**src/design/rde_pkg.sv**
```systemverilog
// shared constants, types and helpers for the radix digit emitter
`timescale 1ns / 1ps
`default_nettype none

package rde_pkg;

    localparam int VALUE_W        = 64;   // width of the value field on the input port
    localparam int VALUE_BITS_DEF = 64;   // default for the number of value bits converted
    localparam int MAX_SYMBOLS    = 16;
    localparam int SYM_W          = 8;
    localparam int TABLE_W        = 128;  // both symbol registers side by side
    localparam int BASE_W         = 5;
    localparam int DIGIT_W        = 4;
    localparam int COUNT_W        = 7;
    localparam int CFG_IDX_W      = 2;
    localparam int CFG_DATA_W     = 64;
    localparam int OUT_DATA_W     = 16;
    localparam int QUEUE_DEPTH    = 2;
    localparam int QPTR_W         = 1;
    localparam int QCNT_W         = 2;

    // configuration register indexes
    localparam logic [CFG_IDX_W-1:0] CFG_BASE_LENGTH  = 2'd0;
    localparam logic [CFG_IDX_W-1:0] CFG_SYMBOLS_LOW  = 2'd1;
    localparam logic [CFG_IDX_W-1:0] CFG_SYMBOLS_HIGH = 2'd2;

    localparam logic [BASE_W-1:0]     BASE_LENGTH_RST  = 5'd10;
    localparam logic [CFG_DATA_W-1:0] SYMBOLS_LOW_RST  = 64'h3736_3534_3332_3130;
    localparam logic [CFG_DATA_W-1:0] SYMBOLS_HIGH_RST = 64'h0000_0000_0000_3938;

    localparam logic [SYM_W-1:0] CHAR_PLUS  = 8'h2B;
    localparam logic [SYM_W-1:0] CHAR_MINUS = 8'h2D;

    // classified item handed from the front to the back
    typedef struct packed {
        logic               bad_base;
        logic [VALUE_W-1:0] value;
    } t_cmd;

    function automatic logic [SYM_W-1:0] symbol_at(
        input logic [TABLE_W-1:0] tab,
        input logic [DIGIT_W-1:0] k
    );
        return tab[k*SYM_W +: SYM_W];
    endfunction

endpackage

`default_nettype wire

```
**src/design/rde_front.sv**
```systemverilog
// front end: accepts values, checks the symbol table and queues the result
`timescale 1ns / 1ps
`default_nettype none

module rde_front (
    input  wire logic                          i_clk,
    input  wire logic                          i_rst_n,
    input  wire logic                          i_s_tvalid,
    output logic                               o_s_tready,
    input  wire logic [rde_pkg::VALUE_W-1:0]   i_s_tdata,
    input  wire logic [rde_pkg::BASE_W-1:0]    i_base_length,
    input  wire logic [rde_pkg::TABLE_W-1:0]   i_symbols,
    output logic                               o_cmd_valid,
    input  wire logic                          i_cmd_ready,
    output rde_pkg::t_cmd                      o_cmd
);

    rde_pkg::t_cmd                    r_queue [rde_pkg::QUEUE_DEPTH];
    logic [rde_pkg::QPTR_W-1:0]       r_wr_ptr;
    logic [rde_pkg::QPTR_W-1:0]       r_rd_ptr;
    logic [rde_pkg::QCNT_W-1:0]       r_count;
    logic                             table_ok;
    logic [rde_pkg::SYM_W-1:0]        sym_a;
    logic                             push;
    logic                             pop;

    // symbol table check: length, sign characters, repeats
    always_comb begin
        table_ok = 1'b1;
        sym_a    = '0;
        if (i_base_length < rde_pkg::BASE_W'(2) ||
            i_base_length > rde_pkg::BASE_W'(rde_pkg::MAX_SYMBOLS)) begin
            table_ok = 1'b0;
        end
        for (int a = 0; a < rde_pkg::MAX_SYMBOLS; a++) begin
            sym_a = rde_pkg::symbol_at(i_symbols, rde_pkg::DIGIT_W'(a));
            if (rde_pkg::BASE_W'(a) < i_base_length) begin
                if (sym_a == rde_pkg::CHAR_PLUS || sym_a == rde_pkg::CHAR_MINUS) begin
                    table_ok = 1'b0;
                end
                for (int b = a + 1; b < rde_pkg::MAX_SYMBOLS; b++) begin
                    if (rde_pkg::BASE_W'(b) < i_base_length &&
                        rde_pkg::symbol_at(i_symbols, rde_pkg::DIGIT_W'(b)) == sym_a) begin
                        table_ok = 1'b0;
                    end
                end
            end
        end
    end

    assign o_s_tready  = (r_count != rde_pkg::QCNT_W'(rde_pkg::QUEUE_DEPTH));
    assign push        = i_s_tvalid && o_s_tready;
    assign o_cmd_valid = (r_count != '0);
    assign pop         = o_cmd_valid && i_cmd_ready;
    assign o_cmd       = r_queue[r_rd_ptr];

    always_ff @(posedge i_clk) begin
        if (push) begin
            r_queue[r_wr_ptr] <= '{bad_base: !table_ok, value: i_s_tdata};
        end
    end

    always_ff @(posedge i_clk) begin
        if (!i_rst_n) begin
            r_wr_ptr <= '0;
            r_rd_ptr <= '0;
            r_count  <= '0;
        end else begin
            if (push) r_wr_ptr <= r_wr_ptr + 1'b1;
            if (pop)  r_rd_ptr <= r_rd_ptr + 1'b1;
            unique case ({push, pop})
                2'b10:   r_count <= r_count + 1'b1;
                2'b01:   r_count <= r_count - 1'b1;
                default: r_count <= r_count;
            endcase
        end
    end

    a_queue_bound: assert property (@(posedge i_clk) disable iff (!i_rst_n)
        r_count <= rde_pkg::QCNT_W'(rde_pkg::QUEUE_DEPTH))
        else $error("queue holds more words than it has entries");

endmodule

`default_nettype wire

```
**src/design/rde_div.sv**
```systemverilog
// iterative divider by a small radix, eight quotient bits a cycle
`timescale 1ns / 1ps
`default_nettype none

module rde_div #(
    parameter int VALUE_BITS = rde_pkg::VALUE_BITS_DEF
) (
    input  wire logic                          i_clk,
    input  wire logic                          i_rst_n,
    input  wire logic                          i_start,
    input  wire logic [VALUE_BITS-1:0]         i_dividend,
    input  wire logic [rde_pkg::BASE_W-1:0]    i_radix,
    output logic                               o_done,
    output logic [VALUE_BITS-1:0]              o_quot,
    output logic [rde_pkg::DIGIT_W-1:0]        o_rem
);

    localparam int CHUNKS = (VALUE_BITS + 7) / 8;
    localparam int PAD_W  = CHUNKS * 8;
    localparam int LEFT_W = $clog2(CHUNKS + 1);

    logic [PAD_W-1:0]                r_num;   // dividend bits on top, quotient bits shift in below
    logic [rde_pkg::DIGIT_W-1:0]     r_rem;
    logic [LEFT_W-1:0]               r_left;
    logic                            r_busy;
    logic                            r_done;
    logic [7:0]                      top_byte;
    logic [7:0]                      q_byte;
    logic [rde_pkg::DIGIT_W-1:0]     n_rem;
    logic [rde_pkg::BASE_W-1:0]      trial;

    assign top_byte = r_num[PAD_W-1 -: 8];

    // restoring steps on a remainder that always stays below the radix
    always_comb begin
        n_rem  = r_rem;
        q_byte = '0;
        trial  = '0;
        for (int i = 7; i >= 0; i--) begin
            trial = {n_rem, top_byte[i]};
            if (trial >= i_radix) begin
                trial     = trial - i_radix;
                q_byte[i] = 1'b1;
            end
            n_rem = trial[rde_pkg::DIGIT_W-1:0];
        end
    end

    always_ff @(posedge i_clk) begin
        if (i_start) begin
            r_num <= PAD_W'(i_dividend);
            r_rem <= '0;
        end else if (r_busy) begin
            r_num <= PAD_W'({r_num, q_byte});
            r_rem <= n_rem;
        end
    end

    always_ff @(posedge i_clk) begin
        if (!i_rst_n) begin
            r_busy <= 1'b0;
            r_done <= 1'b0;
            r_left <= '0;
        end else begin
            r_done <= 1'b0;
            if (i_start) begin
                r_busy <= 1'b1;
                r_left <= LEFT_W'(CHUNKS);
            end else if (r_busy) begin
                r_left <= r_left - 1'b1;
                if (r_left == LEFT_W'(1)) begin
                    r_busy <= 1'b0;
                    r_done <= 1'b1;
                end
            end
        end
    end

    assign o_done = r_done;
    assign o_quot = r_num[VALUE_BITS-1:0];
    assign o_rem  = r_rem;

endmodule

`default_nettype wire

```
**src/design/rde_back.sv**
```systemverilog
// back end: splits a value into digits, stacks them and sends them out msd first
`timescale 1ns / 1ps
`default_nettype none

module rde_back #(
    parameter int VALUE_BITS = rde_pkg::VALUE_BITS_DEF
) (
    input  wire logic                          i_clk,
    input  wire logic                          i_rst_n,
    input  wire logic                          i_cmd_valid,
    output logic                               o_cmd_ready,
    input  wire rde_pkg::t_cmd                 i_cmd,
    input  wire logic [rde_pkg::BASE_W-1:0]    i_radix,
    input  wire logic [rde_pkg::TABLE_W-1:0]   i_symbols,
    output logic                               o_out_valid,
    input  wire logic                          i_out_ready,
    output logic [rde_pkg::SYM_W-1:0]          o_symbol_char,
    output logic                               o_last,
    output logic                               o_bad_base,
    output logic [rde_pkg::COUNT_W-1:0]        o_char_count
);

    localparam int IDX_W = $clog2(VALUE_BITS);
    localparam int CNT_W = $clog2(VALUE_BITS + 1);

    typedef enum logic [3:0] {
        ST_IDLE = 4'b0001,
        ST_DIV  = 4'b0010,
        ST_RD   = 4'b0100,
        ST_SHOW = 4'b1000
    } t_state;

    t_state                          r_state;
    t_state                          n_state;
    logic [rde_pkg::DIGIT_W-1:0]     r_mem [VALUE_BITS];
    logic [rde_pkg::DIGIT_W-1:0]     r_rd_digit;
    logic [CNT_W-1:0]                r_cnt;
    logic [CNT_W-1:0]                r_total;
    logic [IDX_W-1:0]                r_idx;
    logic                            r_bad;
    logic                            r_last;
    logic                            div_start;
    logic [VALUE_BITS-1:0]           div_dividend;
    logic                            div_done;
    logic [VALUE_BITS-1:0]           div_quot;
    logic [rde_pkg::DIGIT_W-1:0]     div_rem;
    logic                            take_cmd;

    assign o_cmd_ready = (r_state == ST_IDLE);
    assign take_cmd    = i_cmd_valid && o_cmd_ready;

    // first digit from the new value, later ones from the last quotient
    assign div_start    = (take_cmd && !i_cmd.bad_base) ||
                          (r_state == ST_DIV && div_done && div_quot != '0);
    assign div_dividend = (r_state == ST_IDLE) ? i_cmd.value[VALUE_BITS-1:0] : div_quot;

    rde_div #(
        .VALUE_BITS (VALUE_BITS)
    ) u_div (
        .i_clk      (i_clk),
        .i_rst_n    (i_rst_n),
        .i_start    (div_start),
        .i_dividend (div_dividend),
        .i_radix    (i_radix),
        .o_done     (div_done),
        .o_quot     (div_quot),
        .o_rem      (div_rem)
    );

    always_comb begin
        n_state = r_state;
        unique case (r_state)
            ST_IDLE: begin
                if (take_cmd) n_state = i_cmd.bad_base ? ST_SHOW : ST_DIV;
            end
            ST_DIV: begin
                if (div_done && div_quot == '0) n_state = ST_RD;
            end
            ST_RD: begin
                n_state = ST_SHOW;
            end
            ST_SHOW: begin
                if (i_out_ready) n_state = r_last ? ST_IDLE : ST_RD;
            end
            default: n_state = ST_IDLE;
        endcase
    end

    // digit stack, least significant digit at the lowest address
    always_ff @(posedge i_clk) begin
        if (r_state == ST_DIV && div_done) begin
            r_mem[r_cnt[IDX_W-1:0]] <= div_rem;
        end
        if (r_state == ST_RD) begin
            r_rd_digit <= r_mem[r_idx];
        end
    end

    always_ff @(posedge i_clk) begin
        if (!i_rst_n) begin
            r_state <= ST_IDLE;
            r_cnt   <= '0;
            r_total <= '0;
            r_idx   <= '0;
            r_bad   <= 1'b0;
            r_last  <= 1'b0;
        end else begin
            r_state <= n_state;
            unique case (r_state)
                ST_IDLE: begin
                    if (take_cmd) begin
                        r_bad  <= i_cmd.bad_base;
                        r_last <= i_cmd.bad_base;
                        r_cnt  <= '0;
                    end
                end
                ST_DIV: begin
                    if (div_done) begin
                        r_cnt <= r_cnt + 1'b1;
                        if (div_quot == '0) begin
                            r_total <= r_cnt + 1'b1;
                            r_idx   <= r_cnt[IDX_W-1:0];
                        end
                    end
                end
                ST_RD: begin
                    r_last <= (r_idx == '0);
                end
                ST_SHOW: begin
                    if (i_out_ready && !r_last) r_idx <= r_idx - 1'b1;
                end
                default: ;
            endcase
        end
    end

    assign o_out_valid   = (r_state == ST_SHOW);
    assign o_last        = r_last;
    assign o_bad_base    = r_bad;
    assign o_symbol_char = r_bad ? '0 : rde_pkg::symbol_at(i_symbols, r_rd_digit);
    assign o_char_count  = (r_last && !r_bad) ? rde_pkg::COUNT_W'(r_total) : '0;

    a_bad_is_last: assert property (@(posedge i_clk) disable iff (!i_rst_n)
        (r_state == ST_SHOW && r_bad) |-> r_last)
        else $error("bad base word not marked last");

    a_done_in_div: assert property (@(posedge i_clk) disable iff (!i_rst_n)
        div_done |-> (r_state == ST_DIV))
        else $error("divider finished outside the divide state");

    a_last_to_idle: assert property (@(posedge i_clk) disable iff (!i_rst_n)
        (r_state == ST_SHOW && i_out_ready && r_last) |=> (r_state == ST_IDLE))
        else $error("no return to idle after the last word");

endmodule

`default_nettype wire

```
**src/design/radix_digit_emitter_core.sv**
```systemverilog
// top level of the radix digit emitter: config registers, front and back
`timescale 1ns / 1ps
`default_nettype none

// channel    direction  width  contents
// s stream   in         64     value
// m stream   out        16     symbol_char, char_count; tlast = last, tuser = bad_base
// cfg        in         64     base_length, symbols_low, symbols_high by index
//
// one value with d digits takes d divider passes to split, the divider retiring
// eight quotient bits a cycle, and each digit is then sent while the sink is ready
// (stack read, then the output word)
// a bad symbol table costs one word and skips the divider altogether
// synchronous active-low reset restores the decimal table and empties the queue
// the two-entry queue keeps taking values while the back end waits on the sink

module radix_digit_emitter_core #(
    parameter int VALUE_BITS = rde_pkg::VALUE_BITS_DEF
) (
    input  wire logic                              i_clk,
    input  wire logic                              i_rst_n,
    // input stream
    input  wire logic                              i_s_tvalid,
    output logic                                   o_s_tready,
    input  wire logic [rde_pkg::VALUE_W-1:0]       i_s_tdata,   // value
    // output stream
    output logic                                   o_m_tvalid,
    input  wire logic                              i_m_tready,
    output logic [rde_pkg::OUT_DATA_W-1:0]         o_m_tdata,   // symbol_char, char_count
    output logic                                   o_m_tlast,
    output logic                                   o_m_tuser,   // bad_base
    // configuration writes
    input  wire logic                              i_cfg_we,
    input  wire logic [rde_pkg::CFG_IDX_W-1:0]     i_cfg_index,
    input  wire logic [rde_pkg::CFG_DATA_W-1:0]    i_cfg_wdata
);

    // config registers; the user must write them only while the core is idle, the block does not enforce it
    logic [rde_pkg::BASE_W-1:0]      r_base_length;
    logic [rde_pkg::CFG_DATA_W-1:0]  r_symbols_low;
    logic [rde_pkg::CFG_DATA_W-1:0]  r_symbols_high;
    logic [rde_pkg::TABLE_W-1:0]     symbols;

    // front to back queue handshake
    logic                            cmd_valid;
    logic                            cmd_ready;
    rde_pkg::t_cmd                   cmd;

    // back end result word
    logic [rde_pkg::SYM_W-1:0]       symbol_char;
    logic [rde_pkg::COUNT_W-1:0]     char_count;

    always_ff @(posedge i_clk) begin
        if (!i_rst_n) begin
            r_base_length  <= rde_pkg::BASE_LENGTH_RST;
            r_symbols_low  <= rde_pkg::SYMBOLS_LOW_RST;
            r_symbols_high <= rde_pkg::SYMBOLS_HIGH_RST;
        end else if (i_cfg_we) begin
            unique case (i_cfg_index)
                rde_pkg::CFG_BASE_LENGTH:  r_base_length  <= i_cfg_wdata[rde_pkg::BASE_W-1:0];
                rde_pkg::CFG_SYMBOLS_LOW:  r_symbols_low  <= i_cfg_wdata;
                rde_pkg::CFG_SYMBOLS_HIGH: r_symbols_high <= i_cfg_wdata;
                default: ;  // no register at this index
            endcase
        end
    end

    // symbol byte k sits at bits 8k+7:8k of the joined table
    assign symbols = {r_symbols_high, r_symbols_low};

    // front: accept and classify against the current table
    rde_front u_front (
        .i_clk         (i_clk),
        .i_rst_n       (i_rst_n),
        .i_s_tvalid    (i_s_tvalid),
        .o_s_tready    (o_s_tready),
        .i_s_tdata     (i_s_tdata),
        .i_base_length (r_base_length),
        .i_symbols     (symbols),
        .o_cmd_valid   (cmd_valid),
        .i_cmd_ready   (cmd_ready),
        .o_cmd         (cmd)
    );

    // back: divide, stack the digits, emit most significant first
    rde_back #(
        .VALUE_BITS (VALUE_BITS)
    ) u_back (
        .i_clk         (i_clk),
        .i_rst_n       (i_rst_n),
        .i_cmd_valid   (cmd_valid),
        .o_cmd_ready   (cmd_ready),
        .i_cmd         (cmd),
        .i_radix       (r_base_length),
        .i_symbols     (symbols),
        .o_out_valid   (o_m_tvalid),
        .i_out_ready   (i_m_tready),
        .o_symbol_char (symbol_char),
        .o_last        (o_m_tlast),
        .o_bad_base    (o_m_tuser),
        .o_char_count  (char_count)
    );

    // pack the word, top bit padding
    assign o_m_tdata = {1'b0, char_count, symbol_char};

endmodule

`default_nettype wire

```
**config.mk**
```make
export PLATFORM = sky130hd
export DESIGN_NAME = radix_digit_emitter_core
export DESIGN_NICKNAME = d
export VERILOG_FILES = /design/src/design/rde_pkg.sv /design/src/design/rde_front.sv /design/src/design/rde_div.sv /design/src/design/rde_back.sv /design/src/design/radix_digit_emitter_core.sv
export SDC_FILE = /design/constraint.sdc
export NUM_CORES = 2
export LEC_CHECK = 0
export BUFFER_PORTS_ARGS = -buffer_cell sky130_fd_sc_hd__buf_2
export CORE_MARGIN = 2
export CORE_UTILIZATION = 50
export DETAILED_ROUTE_END_ITERATION = 10
export PLACE_DENSITY = 0.71
export SETUP_SLACK_MARGIN = 0.1
export SLEW_MARGIN = 5
export SYNTH_ARGS = -nofsm -noshare
export SYNTH_HDL_FRONTEND = slang
export SYNTH_SLANG_ARGS = --single-unit
```
**constraint.sdc**
```tcl
create_clock -name i_clk -period 20.2 [get_ports i_clk]
set_input_delay 2.02 -clock i_clk [delete_from_list [all_inputs] [get_ports i_clk]]
set_output_delay 2.02 -clock i_clk [all_outputs]
set_load 0.005 [all_outputs]
```
== Word level (Yosys, flattened, before mapping) ==
Memory sizes are Yosys's and may differ from the RTL's. A register that Yosys moved wholly into a read port is not among the register bits.
Index checks and enable logic that the tools add are counted.

* Add/sub/neg operators: 15
* Order comparisons: 26
* Bitwise logic cells: 2
* Reduce and logical (&&, ||, !) cells: 172
* Multiplexer cells: 202
* Shift operators: 1
* Equal/unequal tests: 169

{| class="wikitable"
|+ Operators with widths
! cell !! number
|-
| $eq 8x8->1 || 120
|-
| $eq 8x6->1 const B || 32
|-
| $mux 64 || 3
|-
| $mux 1 || 172
|-
| $logic_and 1x1->1 || 128
|-
| $shiftx 128x8->8 || 1
|-
| $logic_not 64->1 || 1
|-
| $reduce_bool 64->1 || 1
|-
| $mux 4 || 14
|-
| $ge 5x5->1 || 8
|-
| $lt 4x5->1 const A || 8
|-
| $sub 4x4->4 || 8
|-
| $mux 7 || 3
|-
| $lt 3x5->1 const A || 4
|-
| $logic_or 1x1->1 || 18
|-
| $mux 6 || 3
|-
| $pmux 4 s4 || 1
|-
| $pmux 7 s2 || 1
|-
| $pmux 6 s2 || 1
|-
| $reduce_and 2->1 || 6
|-
| $reduce_bool 2->1 || 6
|-
| $lt 1x5->1 const A || 2
|-
| $lt 2x5->1 const A || 2
|-
| $ne 2x1->1 const B || 5
|-
| other kinds (27) || 39
|}

* Logic and storage cells: 607
* Bits in registers: 237
* Output and inout bits: 20
* RAM bits: 386
* Input bits: 135
* Memories: 2

{| class="wikitable"
|+ Memories
! memory !! depth !! width !! rd ports !! clocked after memory_dff !! write ports !! line !! text
|-
| u_back.r_mem || 64 || 4 || 1 || 1 || 1 || rde_back.sv:35 || <nowiki>logic [rde_pkg::DIGIT_W-1:0] r_mem [VALUE_BITS];</nowiki>
|-
| u_front.r_queue || 2 || 65 || 1 || 1 || 1 || rde_front.sv:18 || <nowiki>rde_pkg::t_cmd r_queue [rde_pkg::QUEUE_DEPTH];</nowiki>
|}

== Logic depth before layout (Yosys ltp) ==
* Depth after elaboration: 156
* Gate-level depth with buffers: 64
* Depth with buffers taken out: 59

== Cells and area by module ==
A second synthesis with hierarchy kept.

* Cells, all modules: 3734
* Area, all modules: 41569.9 um2

{| class="wikitable"
|+ Modules (own cells, without submodules)
! module !! area an instance (um2) !! sequential area each (um2) !! times used !! cells each
|-
| rde_front || 17703.2 || 4003.8 || 1 || 1938
|-
| rde_back || 13543.0 || 8328.0 || 1 || 836
|-
| radix_digit_emitter_core || 5387.7 || 2662.6 || 1 || 543
|-
| rde_div || 4936.0 || 2122.0 || 1 || 417
|}

== Least setup slack after synthesis ==
No wires, ideal clock.

* Kind: flip-flop to flip-flop
* From: reg u_back.u_div.r_rem (netlist bit u_back.u_div.o_rem[0])
* To: reg u_back.u_div.r_rem (netlist bit u_back.u_div.o_rem[2])
* Path slack: 7.961 ns
* Stages on the path, launching flop included: 60
* Data arrival time: 12.148 ns
* Path buffers: 6
* Setup time: 0.091 ns
* Path through: dfxtp_1 > ha_1 > nor2b_1 > o21ai_0 > a31oi_1 > o21ai_0 > nand2b_1 > clkbuf_1 > mux2i_1 > ha_1 > nor2b_1 > o21ai_0 > a31oi_1 > o21a_1 > or2_2 > clkbuf_1 > mux2i_1 > inv_1 > [24 not listed] > a21o_1 > a21o_1 > a21o_1 > clkbuf_1 > nor2b_1 > or2_2 > ha_1 > a21o_1 > a21o_1 > a21o_1 > clkbuf_1 > o21a_1 > ha_1 > a21o_1 > a21o_1 > a21oi_1 > o211ai_1 > a311oi_1

* Word-level cells in the longest chain between the ends: 16

{| class="wikitable"
|+ RTL lines
! element !! line !! text
|-
| from (decl) || rde_div.sv:23 || <nowiki>logic [rde_pkg::DIGIT_W-1:0] r_rem;</nowiki>
|-
| from (signal assigned) || rde_div.sv:55 || <nowiki>r_rem <= n_rem;</nowiki>
|-
| $sub 4x4->4 or $ge 5x5->1 (tied branches) || rde_div.sv:42, rde_div.sv:41 ||
|-
| $mux 4 (*) || rde_div.sv:41 || <nowiki>if (trial >= i_radix) begin</nowiki>
|-
| $sub 4x4->4 or $ge 5x5->1 (tied branches) || rde_div.sv:42, rde_div.sv:41 ||
|-
| $mux 4 (*) || rde_div.sv:41 ||
|-
| $sub 4x4->4 or $ge 5x5->1 (tied branches) || rde_div.sv:42, rde_div.sv:41 ||
|-
| $mux 4 (*) || rde_div.sv:41 ||
|-
| $ge 5x5->1 or $sub 4x4->4 (tied branches) || rde_div.sv:41, rde_div.sv:42 ||
|-
| $mux 4 (*) || rde_div.sv:41 ||
|-
| $sub 4x4->4 or $ge 5x5->1 (tied branches) || rde_div.sv:42, rde_div.sv:41 ||
|-
| $mux 4 (*) || rde_div.sv:41 ||
|-
| $sub 4x4->4 or $ge 5x5->1 (tied branches) || rde_div.sv:42, rde_div.sv:41 ||
|-
| $mux 4 (*) || rde_div.sv:41 ||
|-
| $ge 5x5->1 or $sub 4x4->4 (tied branches) || rde_div.sv:41, rde_div.sv:42 ||
|-
| $mux 4 (*) || rde_div.sv:41 ||
|-
| $sub 4x4->4 or $ge 5x5->1 (tied branches) || rde_div.sv:42, rde_div.sv:41 ||
|-
| $mux 4 (*) || rde_div.sv:41 ||
|}

Mark *: on every way between the ends. The rest lies on a longest branch, timed or not.
A chain may end at the register's enable or synchronous reset.

== Worst setup path after layout ==
* From: reg r_base_length[2] (netlist bit)
* To: reg u_back.u_div.r_rem (netlist bit u_back.u_div.o_rem[3])

* Word-level cells in the longest chain between the ends: 16

{| class="wikitable"
|+ RTL lines
! element !! line !! text
|-
| from (decl) || radix_digit_emitter_core.sv:39 || <nowiki>logic [rde_pkg::BASE_W-1:0] r_base_length;</nowiki>
|-
| from (signal assigned) || radix_digit_emitter_core.sv:55 || <nowiki>r_base_length <= rde_pkg::BASE_LENGTH_RST;</nowiki>
|-
| from (signal assigned) || radix_digit_emitter_core.sv:60 || <nowiki>rde_pkg::CFG_BASE_LENGTH: r_base_length <= i_cfg_wdata[rde_pkg::BASE_W-1:0];</nowiki>
|-
| $sub 4x4->4 or $ge 5x5->1 (tied branches) || rde_div.sv:42, rde_div.sv:41 ||
|-
| $mux 4 || rde_div.sv:41 ||
|-
| $sub 4x4->4 or $ge 5x5->1 (tied branches) || rde_div.sv:42, rde_div.sv:41 ||
|-
| $mux 4 || rde_div.sv:41 ||
|-
| $ge 5x5->1 or $sub 4x4->4 (tied branches) || rde_div.sv:41, rde_div.sv:42 ||
|-
| $mux 4 || rde_div.sv:41 ||
|-
| $sub 4x4->4 or $ge 5x5->1 (tied branches) || rde_div.sv:42, rde_div.sv:41 ||
|-
| $mux 4 || rde_div.sv:41 ||
|-
| $sub 4x4->4 or $ge 5x5->1 (tied branches) || rde_div.sv:42, rde_div.sv:41 ||
|-
| $mux 4 || rde_div.sv:41 ||
|-
| $sub 4x4->4 or $ge 5x5->1 (tied branches) || rde_div.sv:42, rde_div.sv:41 ||
|-
| $mux 4 || rde_div.sv:41 ||
|-
| $ge 5x5->1 or $sub 4x4->4 (tied branches) || rde_div.sv:41, rde_div.sv:42 ||
|-
| $mux 4 || rde_div.sv:41 ||
|-
| $sub 4x4->4 or $ge 5x5->1 (tied branches) || rde_div.sv:42, rde_div.sv:41 ||
|-
| $mux 4 (*) || rde_div.sv:41 ||
|}

Marked as above.

==> qor.yml <==
worst_hold_path:
  hold_class: "register to register"
  hold_path_depth: 2
  min_from: "u_back.r_total[3]$_SDFFE_PN0P_"
floorplanning:
  die_y_um: 285
  die-area_um2: 81300
  die_w_um: 285
  start_util_pct: 50.3
  num_rows: 103
  pin_count: 155
  core_area_um2: 78600
sta:
  timing.final.ws_setup_ps: 6970
  slew_headroom_pct: 22.0
  slew_violations: 0
  max_freq_ghz: 0.0756
  setup_viol: 0
  skew_ps: 51.5
  final.setup.tns_ps: 0
  period_minus_slack_ps: 13230
  hold_viol: 0
  rsz0062_at_grt: "no"
  fin_crit_sh_pct: 65.5
  worst_pin_slew_ps: 1160
synthesis:
  seq_area_frac_synth_pct: 43.3
  synth_area_um2: 39500
  synthArstFlopShare_pct: 0
  yosys_warnings: 0
  synth-edff-count: 454
  synth_nets: 3891
  synth_ff_type: "edfxtp_1"
  ys_ff_latch: 628
  syn_avg_cell_area_um2: 10.7
  synth_top_area_share_pct: 34.5
  syn-instance-count: 3702
  synth_top_area_cell: "edfxtp_1"
  synthTopCellsByArea: "edfxtp_1 (35%), xnor2_1 (17%), dfxtp_1 (8.8%), mux4_2 (7.1%), xor2_1 (5.3%)"
  synth.distinct_cells: 72
detailed_routing:
  drc: 0
  via_per_inst: 6.28
  wl_per_cell_um: 26.3
  drtIter0Drc: 3910
  first_pass_iters: 6
  drt.antenna.violating_nets: 0
  num_vias: 30100
  wirelength_mm: 126
place:
  placed_cell_area_um2: 40900
  dp_hpwl_mm: 76.2
  gp_congestion: 1.03
  dp_slack_ps: 6970
  numPortBuffers: 153
setup_path:
  worst_setup_path_start_kind: "register"
  crit_type: "register to register"
  cp-startpoint: "r_base_length[2]$_SDFFE_PN0P_"
  worst_path_largest_cell_delay_ps: 770
  crit_path_max_fanout: 14
  crit_arrival_ps: 13750
  r2r_cells: 55
  cp_slowest_cell: "dfxtp_1"
  r2r-start: "r_base_length[2]$_SDFFE_PN0P_"
  end_kind: "register"
  crit_required_ps: 20720
  cpMostUsedCell: "a21o_1"
cts:
  post_cts_buffers: 0
  cts_sinks: 628
  h-tree-depth: 3
  cts_tree: "yes"
  cts_hold_buf: 0
  numCtsBuffers: 69
  cts_resized: 0
  root_buffer: "clkbuf_16"
  clk-insertion-delay-late_ps: 650
  clkSlewWorstSetupHoldPaths_ps: 60
  cts_max_path_buffers: 3
pwr:
  vdd_drop_max_mv: 0.880
  power_leakage_nw: 14.4
  p_per_area_nw_per_um2: 197
global_routing:
  grt_max_degree: 97
  grt_pass1_wl_mm: 187
  overflow: 0
  track_usage_pct: 30.5
  antenna_found_initial: 13
  grt_pass1_vias: 29200
layout:
  fin_util_pct: 55.0
  fin_area_um2: 43300
  fillers: 6754
  final_nets: 3882
  drive_gt1_share_pct: 15.3
  area_growth_pct: 9.53
flow_run:
  drv_cap: 0
status:
  status: "finished clean"
-- power breakdown --
group	switching, W	internal, W	total (W)
logic	0.00299	0.00246	0.00545
registers	0.0000851	0.00170	0.00179
clock network	0.000552	0.000756	0.00131
-- critical path: cells and delay by family, from the launching register on --
kind / cells / cell delay (ps)
AO/OA/AOI/OAI: 34 / 6840
adder cells (fa/ha/maj): 8 / 2600
buffers and inverters: 5 / 770
flip-flops: 1 / 770
multiplexers: 4 / 1220
AND/OR/NAND/NOR: 4 / 930
-- layout make-up --
| cell class | instances | area [um2] | share of cell area [%] |
|---|---|---|---|
| clock buffers | 87 | 1860 | 4.29 |
| multi-input cells | 2635 | 20300 | 47.0 |
| repair buffers | 311 | 1950 | 4.51 |
| well taps | 1050 | 1310 | 3.04 |
| inverters | 48 | 183 | 0.422 |
| flip-flops and latches | 628 | 17100 | 39.6 |
| clock inverters | 36 | 507 | 1.17 |
| diodes | 1 | 2.50 | 0.00578 |
-- Yosys cell counts (12+ instances only) --
cell type	number
nor4_1	98
mux2i_1	74
nor2b_1	13
ha_1	46
dfxtp_1	174
nand2_1	296
a21o_1	27
buf_2	244
xor2_1	237
a21oi_1	212
nor3_1	78
a31oi_1	27
xnor2_1	763
nand3_1	68
nand2b_1	12
edfxtp_1	454
nor2_1	196
nand4_1	193
clkbuf_1	93
buf_1	18
mux4_2	124
inv_1	47
o21ai_0	24
buf_4	31
-- worst paths after layout --
kind	slack [ps]	endpoint
worst min-delay path	490	u_back.r_total[3]$_SDFFE_PN0P_
worst max-delay path	6970	u_back.u_div.o_rem[3]$_SDFFE_PN0P_
worst min register to register	490	u_back.r_total[3]$_SDFFE_PN0P_
worst max register to register	6970	u_back.u_div.o_rem[3]$_SDFFE_PN0P_
-- cells in the final DEF (no fill, tap or decap), drive strengths merged, types with 8 or more instances in the layout --
cell,Yosys,final
edfxtp,454,454
and2,9,9
nand4b,8,8
or3,9,9
nor4b,9,9
o21ai,25,25
a21o,27,27
clkinv,0,22
nand3b,11,11
xor2,237,237
ha,46,46
mux4,124,124
buf,298,311
a31oi,29,29
nand4,193,193
nand2,296,296
nand3,68,68
mux2i,74,74
fa,8,8
nor2,196,196
dfxtp,174,174
nor2b,13,13
a21oi,214,214
inv,48,53
clkbuf,93,87
nor3,79,79
xnor2,763,763
nor4,99,99
nand2b,12,12
-- state kept, by name (all words and copies together) (netlist names), 5 cells and up, named ones only --
signal and count:
u_back.r_cnt 7, r_symbols_low 64, u_back.u_div.o_quot 64, u_back.r_total 7, u_front.r_queue 130, r_base_length 5
u_back.r_idx 6, u_back.r_mem 256, r_symbols_high 64
-- per-layer routing --
layer  global-route usage [%]  up-vias  share of wire, %
met4                     16.6       24               6.1
li1                         -    13000                 -
met3                     8.62      584                12
met5                        0        -              0.16
met1                     39.5    14600                38
met2                     46.3     1964                44
-- logic make-up after synthesis --
group	after synthesis	share of synthesized area, %
other cells	1	0.00949
xor+xnor	1000	22.2
mux	205	9.14
flops	628	43.3
fa+ha+maj	54	1.86
compound gates	354	5.35
simple gates	1021	12.8
buf+inv	439	5.33
-- per-stage QoR --
stage / power [W] / hold slack (ps) / std cells
6_report: 0.00854 / 490 / 4796
5_1_grt: 0.00905 / 519 / 4796
2_1_floorplan: 0.00639 / 446 / 3702
4_1_cts: 0.00853 / 495 / 4795
3_5_place_dp: 0.00716 / 477 / 4672
3_3_place_gp: 0.00701 / 475 / 4672
(Power assumes the default switching activity.)
